### src/hdl/irc2h_pkg.sv
// Shared types, token codes and control byte codes for the chat-format token converter.
package irc2h_pkg;

  // Token kinds on the result channel.
  typedef logic [2:0] tok_kind_t;
  localparam tok_kind_t TK_LIT        = 3'd0;
  localparam tok_kind_t TK_BOLD_ON    = 3'd1;
  localparam tok_kind_t TK_BOLD_OFF   = 3'd2;
  localparam tok_kind_t TK_UL_ON      = 3'd3;
  localparam tok_kind_t TK_UL_OFF     = 3'd4;
  localparam tok_kind_t TK_FONT_OPEN  = 3'd5;
  localparam tok_kind_t TK_FONT_CLOSE = 3'd6;
  localparam tok_kind_t TK_END        = 3'd7;

  // Control bytes in the text stream.
  localparam logic [7:0] CH_END       = 8'h00;
  localparam logic [7:0] CH_BOLD      = 8'h02;
  localparam logic [7:0] CH_COLOR     = 8'h03;
  localparam logic [7:0] CH_BELL      = 8'h07;
  localparam logic [7:0] CH_RESET     = 8'h0F;
  localparam logic [7:0] CH_REVERSE   = 8'h16;
  localparam logic [7:0] CH_UNDERLINE = 8'h1F;
  localparam logic [7:0] CH_COMMA     = 8'h2C;
  localparam logic [7:0] CH_DIGIT0    = 8'h30;
  localparam logic [7:0] CH_DIGIT9    = 8'h39;

  // Largest color index that opens a font.
  localparam logic [6:0] COLOR_MAX = 7'd15;

  // Token slots of one record, in the order they leave the block.
  localparam int NSLOT        = 7;
  localparam int SLOT_FC1     = 0;  // font close that finishes a color code
  localparam int SLOT_FO      = 1;  // font open that finishes a color code
  localparam int SLOT_ONE     = 2;  // literal, bold toggle or underline toggle
  localparam int SLOT_BOLDOFF = 3;  // close-all: bold off
  localparam int SLOT_ULOFF   = 4;  // close-all: underline off
  localparam int SLOT_FC2     = 5;  // close-all: font close
  localparam int SLOT_END     = 6;  // end of string

  typedef logic [NSLOT-1:0] slot_mask_t;

  // Everything one input byte causes, in compact form.
  typedef struct packed {
    slot_mask_t slots;
    tok_kind_t  one_kind;
    logic [7:0] text_byte;
    logic [3:0] fg_color;
    logic [3:0] bg_color;
    logic       has_bg;
  } tok_rec_t;

  // Record queue geometry.
  localparam int QDEPTH = 4;
  localparam int QAW    = $clog2(QDEPTH);

  // Parse phases of the front end.
  localparam logic [2:0] PH_PLAIN = 3'd0;
  localparam logic [2:0] PH_START = 3'd1;
  localparam logic [2:0] PH_FG1   = 3'd2;
  localparam logic [2:0] PH_FG2   = 3'd3;
  localparam logic [2:0] PH_COMMA = 3'd4;
  localparam logic [2:0] PH_BG1   = 3'd5;

endpackage

### src/hdl/irc2h_front.sv
// Front end: parses each text byte and turns it into one token record.
module irc2h_front (
  input  logic              clk,
  input  logic              rst_n,
  input  logic              accept,
  input  logic [7:0]        ch,
  output logic              push,
  output irc2h_pkg::tok_rec_t rec
);
  import irc2h_pkg::*;

  logic [2:0] phase_r, phase_nxt;
  logic [6:0] fg_value_r, fg_value_nxt;
  logic       fg_present_r, fg_present_nxt;
  logic [6:0] bg_value_r, bg_value_nxt;
  logic       bold_r, bold_nxt;
  logic       ul_r, ul_nxt;
  logic       font_r, font_nxt;

  logic       is_digit;
  logic [3:0] dval;
  logic [6:0] fg_acc;
  logic [6:0] bg_acc;
  logic       finish;
  logic       with_bg;
  logic       plain;
  logic       font_mid;
  logic       bg_ok;

  assign is_digit = (ch >= CH_DIGIT0) && (ch <= CH_DIGIT9);
  assign dval     = ch[3:0];
  // value * 10 + digit, kept to seven bits
  assign fg_acc   = 7'({fg_value_r, 3'b000} + {fg_value_r, 1'b0} + {3'b000, dval});
  assign bg_acc   = 7'({bg_value_r, 3'b000} + {bg_value_r, 1'b0} + {3'b000, dval});

  always_comb begin
    phase_nxt      = phase_r;
    fg_value_nxt   = fg_value_r;
    fg_present_nxt = fg_present_r;
    bg_value_nxt   = bg_value_r;
    bold_nxt       = bold_r;
    ul_nxt         = ul_r;
    finish         = 1'b0;
    with_bg        = 1'b0;
    plain          = 1'b0;
    font_mid       = font_r;
    bg_ok          = 1'b0;
    rec            = '0;

    unique case (phase_r)
      PH_START, PH_FG1: begin
        if (is_digit) begin
          fg_value_nxt   = fg_acc;
          fg_present_nxt = 1'b1;
          phase_nxt      = phase_r + 3'd1;
        end else if (ch == CH_COMMA) begin
          phase_nxt = PH_COMMA;
        end else begin
          finish = 1'b1;
          plain  = 1'b1;
        end
      end
      PH_FG2: begin
        if (ch == CH_COMMA) begin
          phase_nxt = PH_COMMA;
        end else begin
          finish = 1'b1;
          plain  = 1'b1;
        end
      end
      PH_COMMA: begin
        if (is_digit) begin
          bg_value_nxt = {3'b000, dval};
          phase_nxt    = PH_BG1;
        end else begin
          finish = 1'b1;
          plain  = 1'b1;
        end
      end
      PH_BG1: begin
        finish  = 1'b1;
        with_bg = 1'b1;
        if (is_digit) begin
          bg_value_nxt = bg_acc;
        end else begin
          plain = 1'b1;
        end
      end
      default: begin
        phase_nxt = PH_PLAIN;
        plain     = 1'b1;
      end
    endcase

    // The color code ends: close an open font, then open the new one if valid.
    if (finish) begin
      phase_nxt = PH_PLAIN;
      if (font_r) begin
        rec.slots[SLOT_FC1] = 1'b1;
        font_mid            = 1'b0;
      end
      if (fg_present_r && (fg_value_r <= COLOR_MAX)) begin
        bg_ok               = with_bg && (bg_value_nxt <= COLOR_MAX);
        rec.slots[SLOT_FO]  = 1'b1;
        rec.fg_color        = fg_value_r[3:0];
        rec.has_bg          = bg_ok;
        rec.bg_color        = bg_ok ? bg_value_nxt[3:0] : 4'd0;
        font_mid            = 1'b1;
      end
    end

    font_nxt = font_mid;

    if (plain) begin
      unique case (ch)
        CH_BOLD: begin
          rec.slots[SLOT_ONE] = 1'b1;
          rec.one_kind        = bold_r ? TK_BOLD_OFF : TK_BOLD_ON;
          bold_nxt            = !bold_r;
        end
        CH_UNDERLINE: begin
          rec.slots[SLOT_ONE] = 1'b1;
          rec.one_kind        = ul_r ? TK_UL_OFF : TK_UL_ON;
          ul_nxt              = !ul_r;
        end
        CH_BELL, CH_REVERSE: begin
        end
        CH_COLOR: begin
          phase_nxt      = PH_START;
          fg_value_nxt   = '0;
          fg_present_nxt = 1'b0;
          bg_value_nxt   = '0;
        end
        CH_RESET, CH_END: begin
          rec.slots[SLOT_BOLDOFF] = bold_r;
          rec.slots[SLOT_ULOFF]   = ul_r;
          rec.slots[SLOT_FC2]     = font_mid;
          bold_nxt                = 1'b0;
          ul_nxt                  = 1'b0;
          font_nxt                = 1'b0;
          if (ch == CH_END) begin
            rec.slots[SLOT_END] = 1'b1;
            phase_nxt           = PH_PLAIN;
            fg_value_nxt        = '0;
            fg_present_nxt      = 1'b0;
            bg_value_nxt        = '0;
          end
        end
        default: begin
          rec.slots[SLOT_ONE] = 1'b1;
          rec.one_kind        = TK_LIT;
          rec.text_byte       = ch;
        end
      endcase
    end
  end

  assign push = accept && (rec.slots != '0);

  always_ff @(posedge clk) begin
    if (!rst_n) begin
      phase_r      <= PH_PLAIN;
      fg_value_r   <= '0;
      fg_present_r <= 1'b0;
      bg_value_r   <= '0;
      bold_r       <= 1'b0;
      ul_r         <= 1'b0;
      font_r       <= 1'b0;
    end else if (accept) begin
      phase_r      <= phase_nxt;
      fg_value_r   <= fg_value_nxt;
      fg_present_r <= fg_present_nxt;
      bg_value_r   <= bg_value_nxt;
      bold_r       <= bold_nxt;
      ul_r         <= ul_nxt;
      font_r       <= font_nxt;
    end
  end

endmodule

### src/hdl/irc2h_queue.sv
// Short record queue that decouples the parser from the token emitter.
module irc2h_queue (
  input  logic                clk,
  input  logic                rst_n,
  input  logic                push,
  input  irc2h_pkg::tok_rec_t push_rec,
  input  logic                pop,
  output logic                not_full,
  output logic                not_empty,
  output irc2h_pkg::tok_rec_t head_rec
);
  import irc2h_pkg::*;

  tok_rec_t       mem [QDEPTH];
  logic [QAW-1:0] wr_ptr_r, wr_ptr_nxt;
  logic [QAW-1:0] rd_ptr_r, rd_ptr_nxt;
  logic [QAW:0]   count_r, count_nxt;

  assign not_full   = (count_r != (QAW+1)'(QDEPTH));
  assign not_empty  = (count_r != '0);
  assign head_rec   = mem[rd_ptr_r];
  assign wr_ptr_nxt = push ? wr_ptr_r + 1'b1 : wr_ptr_r;
  assign rd_ptr_nxt = pop ? rd_ptr_r + 1'b1 : rd_ptr_r;

  always_comb begin
    count_nxt = count_r;
    if (push && !pop) begin
      count_nxt = count_r + 1'b1;
    end else if (pop && !push) begin
      count_nxt = count_r - 1'b1;
    end
  end

  always_ff @(posedge clk) begin
    if (push) begin
      mem[wr_ptr_r] <= push_rec;
    end
  end

  always_ff @(posedge clk) begin
    if (!rst_n) begin
      wr_ptr_r <= '0;
      rd_ptr_r <= '0;
      count_r  <= '0;
    end else begin
      wr_ptr_r <= wr_ptr_nxt;
      rd_ptr_r <= rd_ptr_nxt;
      count_r  <= count_nxt;
    end
  end

endmodule

### src/hdl/irc2h_back.sv
// Back end: expands the record at the queue head into tokens, one per cycle while out_ready allows.
module irc2h_back (
  input  logic                  clk,
  input  logic                  rst_n,
  input  logic                  head_valid,
  input  irc2h_pkg::tok_rec_t   head_rec,
  output logic                  pop,
  input  logic                  out_ready,
  output logic                  out_valid,
  output irc2h_pkg::tok_kind_t  out_token_kind,
  output logic [7:0]            out_text_byte,
  output logic [3:0]            out_fg_color,
  output logic [3:0]            out_bg_color,
  output logic                  out_has_bg,
  output logic                  out_last_of_run
);
  import irc2h_pkg::*;

  slot_mask_t done_r, done_nxt;
  logic       valid_r, valid_nxt;
  tok_kind_t  kind_r, kind_nxt;
  logic [7:0] byte_r, byte_nxt;
  logic [3:0] fg_r, fg_nxt;
  logic [3:0] bg_r, bg_nxt;
  logic       hb_r, hb_nxt;
  logic       last_r, last_nxt;

  slot_mask_t rem;
  slot_mask_t sel;
  slot_mask_t rest;
  logic       emit;

  assign rem  = head_rec.slots & ~done_r;
  assign sel  = rem & (~rem + 1'b1);
  assign rest = rem & ~sel;
  assign emit = head_valid && (!valid_r || out_ready);
  assign pop  = emit && (rest == '0);

  always_comb begin
    kind_nxt = TK_END;
    byte_nxt = '0;
    fg_nxt   = '0;
    bg_nxt   = '0;
    hb_nxt   = 1'b0;
    priority if (rem[SLOT_FC1]) begin
      kind_nxt = TK_FONT_CLOSE;
    end else if (rem[SLOT_FO]) begin
      kind_nxt = TK_FONT_OPEN;
      fg_nxt   = head_rec.fg_color;
      bg_nxt   = head_rec.bg_color;
      hb_nxt   = head_rec.has_bg;
    end else if (rem[SLOT_ONE]) begin
      kind_nxt = head_rec.one_kind;
      byte_nxt = head_rec.text_byte;
    end else if (rem[SLOT_BOLDOFF]) begin
      kind_nxt = TK_BOLD_OFF;
    end else if (rem[SLOT_ULOFF]) begin
      kind_nxt = TK_UL_OFF;
    end else if (rem[SLOT_FC2]) begin
      kind_nxt = TK_FONT_CLOSE;
    end else begin
      kind_nxt = TK_END;
    end
    last_nxt = (rest == '0);
  end

  always_comb begin
    done_nxt  = done_r;
    valid_nxt = valid_r;
    if (emit) begin
      valid_nxt = 1'b1;
      done_nxt  = pop ? '0 : (done_r | sel);
    end else if (out_ready) begin
      valid_nxt = 1'b0;
    end
  end

  always_ff @(posedge clk) begin
    if (!rst_n) begin
      valid_r <= 1'b0;
      done_r  <= '0;
    end else begin
      valid_r <= valid_nxt;
      done_r  <= done_nxt;
    end
  end

  always_ff @(posedge clk) begin
    if (emit) begin
      kind_r <= kind_nxt;
      byte_r <= byte_nxt;
      fg_r   <= fg_nxt;
      bg_r   <= bg_nxt;
      hb_r   <= hb_nxt;
      last_r <= last_nxt;
    end
  end

  assign out_valid       = valid_r;
  assign out_token_kind  = kind_r;
  assign out_text_byte   = byte_r;
  assign out_fg_color    = fg_r;
  assign out_bg_color    = bg_r;
  assign out_has_bg      = hb_r;
  assign out_last_of_run = last_r;

endmodule

### src/hdl/irc_format_code_to_html_tokens_unit.sv
// Top level of the chat-format to markup token converter.
//
// Text bytes enter on the in_ channel, one per transaction, and a zero byte
// ends a string. Each byte yields zero to six tokens on the out_ channel;
// out_last_of_run marks the last token of a byte, so a byte that yields no
// token (a foreground digit, a comma inside a color code, or a dropped control
// byte) leaves no trace on the output. A byte is taken in the cycle it is
// offered as long as the four-entry record queue between the parser and the
// token emitter has room; the parser finishes its work on a byte in that same
// cycle. The emitter sends one token per cycle while out_ready is high, so
// the sustained rate is one byte per cycle for text that yields one token per
// byte, and a byte with more than one token holds the emitter until its last
// token is sent, while the queue absorbs the burst. The first token of a byte
// passes through the record queue, then the output register. Reset clears the
// parse state, the open-tag flags and the queue; no configuration is needed.

module irc_format_code_to_html_tokens_unit (
  input  logic                  clk,
  input  logic                  rst_n,
  input  logic                  in_valid,
  output logic                  in_ready,
  input  logic [7:0]            in_ch,
  output logic                  out_valid,
  input  logic                  out_ready,
  output irc2h_pkg::tok_kind_t  out_token_kind,
  output logic [7:0]            out_text_byte,
  output logic [3:0]            out_fg_color,
  output logic [3:0]            out_bg_color,
  output logic                  out_has_bg,
  output logic                  out_last_of_run
);
  import irc2h_pkg::*;

  logic     accept;
  logic     push;
  tok_rec_t push_rec;
  logic     pop;
  logic     q_not_full;
  logic     q_not_empty;
  tok_rec_t head_rec;

  // The parser never stalls on its own: a byte is refused only when the
  // queue could not take the record it may produce.
  assign in_ready = q_not_full;
  assign accept   = in_valid && in_ready;

  irc2h_front u_front (
    .clk    (clk),
    .rst_n  (rst_n),
    .accept (accept),
    .ch     (in_ch),
    .push   (push),
    .rec    (push_rec)
  );

  irc2h_queue u_queue (
    .clk       (clk),
    .rst_n     (rst_n),
    .push      (push),
    .push_rec  (push_rec),
    .pop       (pop),
    .not_full  (q_not_full),
    .not_empty (q_not_empty),
    .head_rec  (head_rec)
  );

  // The emitter walks the head record's token slots in order and releases
  // the record together with its last token, so there is no bubble between
  // records.
  irc2h_back u_back (
    .clk             (clk),
    .rst_n           (rst_n),
    .head_valid      (q_not_empty),
    .head_rec        (head_rec),
    .pop             (pop),
    .out_ready       (out_ready),
    .out_valid       (out_valid),
    .out_token_kind  (out_token_kind),
    .out_text_byte   (out_text_byte),
    .out_fg_color    (out_fg_color),
    .out_bg_color    (out_bg_color),
    .out_has_bg      (out_has_bg),
    .out_last_of_run (out_last_of_run)
  );

endmodule
### config.mk
export PLATFORM = sky130hd
export DESIGN_NAME = irc_format_code_to_html_tokens_unit
export DESIGN_NICKNAME = d
export VERILOG_FILES = /design/src/hdl/irc2h_pkg.sv /design/src/hdl/irc2h_front.sv /design/src/hdl/irc2h_queue.sv /design/src/hdl/irc2h_back.sv /design/src/hdl/irc_format_code_to_html_tokens_unit.sv
export SDC_FILE = /design/constraint.sdc
export NUM_CORES = 1
export LEC_CHECK = 0
export BUFFER_PORTS_ARGS = -buffer_cell sky130_fd_sc_hd__buf_2
export CORE_ASPECT_RATIO = 1.25
export CORE_MARGIN = 1
export CORE_UTILIZATION = 42
export CTS_BUF_LIST = sky130_fd_sc_hd__clkbuf_8 sky130_fd_sc_hd__clkbuf_16
export DETAILED_ROUTE_END_ITERATION = 12
export GPL_TIMING_DRIVEN = 0
export SYNTH_ARGS = -nofsm -noshare
export SYNTH_HDL_FRONTEND = slang
export SYNTH_HIERARCHICAL = 1
export SYNTH_SLANG_ARGS = --single-unit
export TNS_END_PERCENT = 5
### constraint.sdc
create_clock -name clk -period 3.7 [get_ports clk]
set_input_delay 0.555 -clock clk [delete_from_list [all_inputs] [get_ports clk]]
set_output_delay 0.555 -clock clk [all_outputs]
set_load 0.005 [all_outputs]
==> impl.org <==
** Worst setup path
- The worst setup path is launched from a flop.
- In this design, the largest share of critical-path delay is due to simple AND/OR/NAND/NOR gates.
- Slack of the worst reg-to-reg path :: 0.16 ns
- Together, buffers and inverters on the worst path number 4.
- The worst setup path is captured at a flop.
- Along the worst path, the maximum fanout reaches 10.
- Among all stages on the critical path, the largest delay is contributed by fa_1.
- The signal on the critical path passes through buf_6 -> buf_12 -> mux4_2 -> nor2b_4 -> and4b_2 -> a21oi_2 -> nor4_4 -> and2_4 -> inv_1 -> ha_1 -> inv_1 -> fa_1 -> xor2_1 -> or3_1 -> a21boi_1.
- The worst setup path is of the reg -> reg kind.
- STA puts the critical path data required time at 4.05 ns.
- By instance count, the cell type seen most on the critical path is inv_1.
- In this design, the stage delay of the slowest critical-path cell is roughly 0.44 ns.
- Arrival time worst endpoint :: just under 4 ns

** Power and ir drop
- Total leakage power :: between 3 and 4 nW
- Power density relative to cell area :: between 600 and 700 nW/um^2
- Peak ir drop on the vdd network :: 0.323 mV
- Final Power :: ~5.7 mW

** Detailed routing
- Dividing the detail-routed wire length by the instance count gives just under 20 um.
- In the routed design, unresolved DRC markers number 0.
- Antenna Violating Nets Remaining :: 0
- Initial DRT Pass Iterations :: 5
- Summed over all layers, the routed wires come to approximately 16 mm.
- Average vias per placed instance :: between 5 and 6
- After the first detailed-routing iteration, the DRC count stood at 390.
- Across all layers, the routed design uses 4796 vias.

** Yosys
- Leading cell types by total area after synthesis :: edfxtp_1 50%, dfxtp_1 9.7%, mux4_2 5.8%, ha_1 4.2%, and2_1 2.6%
- Distinct cells, synth :: between 70 and 80
- The biggest area contributor in the post-synthesis netlist is edfxtp_1.
- Among all flip-flop cells after synthesis, the most frequent one is edfxtp_1.
- Share of async-settable or async-resettable flops after synthesis :: 0%
- The synthesized design contains approximately 130 enable-type register cells.
- Number of storage elements in the synthesis netlist :: 167
- Each instance of the synthesized netlist takes up on average roughly 14 um^2.
- The top cell type by area accounts for roughly half of the synthesized area.
- Number of cells produced by synthesis :: 552
- When the netlist entered floorplanning its net count stood at approximately 600.
- Synth warn :: 6
- Register area share after synthesis :: between 50% and 60%
- Summing every instance area after synthesis gives between 7000 and 8000 um^2.

** Final layout
- At the end of the flow the core is filled with cells to just under 50%.
- Diodes inserted :: 0
- Relative to the synthesized area, the layout overhead comes to 15.4%.
- Leaving out fill and tap cells, the most frequent cell in the layout is edfxtp_1.
- Sequential standard cell area :: 4630 um^2
- Count of fill cells added during filler insertion :: 1583
- Summing all multi-input logic gate instances after layout gives ~3000 um^2.
- Post-layout nets :: around 660
- Filler-free cell count of the finished design :: around 850
- The finished cells cover between 9000 and 10000 um^2.
- In the layout the commonest cells are 129 x edfxtp_1, 38 x dfxtp_1, 36 x buf_2.
- Share of post-route cells with drive strength above 1 :: between 20% and 30%

** Placement
- Post-detail-place hpwl :: roughly 11 mm
- Once placement completed, the tool counted placed cells totaling ~800.
- Post-DP Area :: 8270 um^2
- Worst Setup Slack post-DPL :: -0.575 ns
- At the end of routability-driven placement, the weighted congestion stood at approximately 0.86.
- In this run the tool buffered the top-level ports with 34 buffer cells.

** Timing
- Static timing analysis puts the maximum clock frequency at 0.282 GHz.
- The number of max-slew violations in the final report was 0.
- Final Worst Setup Slack :: about 0.16 ns
- The count of final hold-check violations was 0.
- Final count of negative-setup-slack endpoints :: 0
- At the pin with the least slew margin, the transition time is between 0.8 and 0.9 ns.
- Worst relative slew slack :: a little over two fifths
- Post-Route Skew :: between 0.004 and 0.005 ns
- Tcrit/Tclk final :: approximately 96%
- Minimum clock period after layout :: about 3.5 ns
- Setup repair after global routing missed its margin :: false
- Hold is met by about 0.45 ns.
- Summed over all failing endpoints, the final setup total negative slack is 0 ns.

** Global routing
- Initial antenna violation count :: 0
- The first global-routing pass estimated about 26 mm of wire.
- GR Overflow Total :: 0
- Number of global-route vias before repair :: approximately 4.9k
- Global routing consumed, over all layers together, approximately 18% of the routing resources.
- Pin count of the biggest net entering global routing :: 28

** Run
- Max-cap check violation count :: 0

** Die
- Vertical extent of the die :: 154 um
- I/O pin cnt :: 35
- Standard-cell row count :: 55
- From left edge to right edge, the die measures 124 um.
- The die covers about 19000 um^2.
- Initial core utilization :: a little over two fifths
- After floorplanning, the core was sized to cover about 18000 um^2.

** Clocking
- Maximum clock path buffer count :: 2
- Clock-pin slew on the worst setup and hold paths :: 0.06 ns
- Clk root buf :: clkbuf_16
- At the later pin of the worst-skew pair, clock insertion delay measures approximately 0.42 ns.
- TritonCTS built the clock tree.
- Buffers inserted during clock tree synthesis total 17.
- The H-tree was split into 4 levels.
- The clock drives between 150 and 200 sinks.
- For this design, the CTS-stage hold fixing added 0 buffers.

** Run status
- The flow ran to the end, and the final reports show no timing, DRC or antenna violations.

** Hold path
- The min-delay analysis places its worst path in the category in -> reg.
==> power by group <==
group          internal (mW)  total [mW]  switching (mW)
Combinational          0.613        1.46           0.843
Clock                  0.997        1.73           0.731
Sequential              2.42        2.52          0.0970
Total                   4.03        5.70            1.67
==> cells by family (layout without fill, tap and decap cells) <==
| logic type | Yosys count | count (layout) | share of synthesized area [%] |
|---|---|---|---|
| AOI/OAI and AO/OA | 102 | 102 | 9.36 |
| xor gates and xnor gates | 14 | 14 | 1.57 |
| adders and majority gates | 31 | 31 | 5.45 |
| buffers and inverters | 46 | 120 | 3.32 |
| DFF | 167 | 167 | 59.3 |
| muxes | 29 | 29 | 8.38 |
| and+or+nand+nor | 163 | 163 | 12.6 |
==> cell usage after synthesis (all sizes together), types with 7 or more instances <==
cell type / n
a21oi: 25
a22oi: 13
and2: 34
and3: 11
buf: 11
clkbuf: 9
dfxtp: 38
edfxtp: 129
ha: 26
inv: 23
mux4: 27
nand2: 18
nor2: 18
nor2b: 28
nor3: 12
nor4: 9
o21ai: 15
or3: 7
xnor2: 9
==> path summary, 6_finish.rpt <==
kind	depth (start not counted)	from	end
max	15	flop	u_queue/count_r[2]
min	3	out_ready	u_back/out_valid
max reg2reg	15	flop	u_queue/count_r[2]
min reg2reg	1	u_front/fg_present_r	u_front/fg_present_r
==> flip-flops by register name, summed over array words and instances (netlist names), named ones only <==
name                    count
u_queue/mem               108
u_back/out_text_byte        8
u_back/done_r               7
u_front/bg_value_r          7
u_front/fg_value_r          7
u_back/out_bg_color         4
u_back/out_fg_color         4
u_back/out_token_kind       3
u_front/phase_r             3
u_queue/count_r             3
u_queue/rd_ptr_r            2
u_queue/wr_ptr_r            2
u_back/out_has_bg           1
u_back/out_last_of_run      1
u_back/out_valid            1
u_front/bold_r              1
u_front/fg_present_r        1
u_front/font_r              1
u_front/ul_r                1
==> worst register-to-register path, delay by kind of cell, from the launching register on <==
| kind | cells | cell delay [ns] |
|---|---|---|
| AOI/OAI and AO/OA | 2 | 0.43 |
| DFF | 1 | 0.31 |
| xor gates and xnor gates | 1 | 0.16 |
| buffers and inverters | 4 | 0.42 |
| and+or+nand+nor | 5 | 1.18 |
| muxes | 1 | 0.35 |
| adders and majority gates | 2 | 0.63 |
==> repair_timing <==
action,in CTS,in global routing
buffers inserted,2,6
endpoints found under the setup margin,17,2
gates resized for setup,10,14
pin swaps,2,3
hold endpoints to repair,0,0
gates cloned,0,0
==> final cells by class <==
| cell class | count | share of cell area, % |
|---|---|---|
| tap | 228 | 3.16 |
| timing repair buffer | 42 | 2.55 |
| clock buffer | 17 | 4.72 |
| clock inverter | 15 | 1.71 |
| multi-input combinational | 339 | 33.4 |
| inverter | 23 | 0.958 |
| buffer | 23 | 2.04 |
| sequential | 167 | 51.4 |
==> metal layers <==
layer / share of wire (%) / global-route usage [%] / vias up
li1: - / - / 2245
met1: 41 / 22.4 / 2377
met2: 51 / 31.5 / 140
met3: 4.8 / 3.98 / 34
met4: 2.6 / 7.77 / 0
met5: 0 / 0 / -
Note: power is estimated with default switching activity, not from simulation.
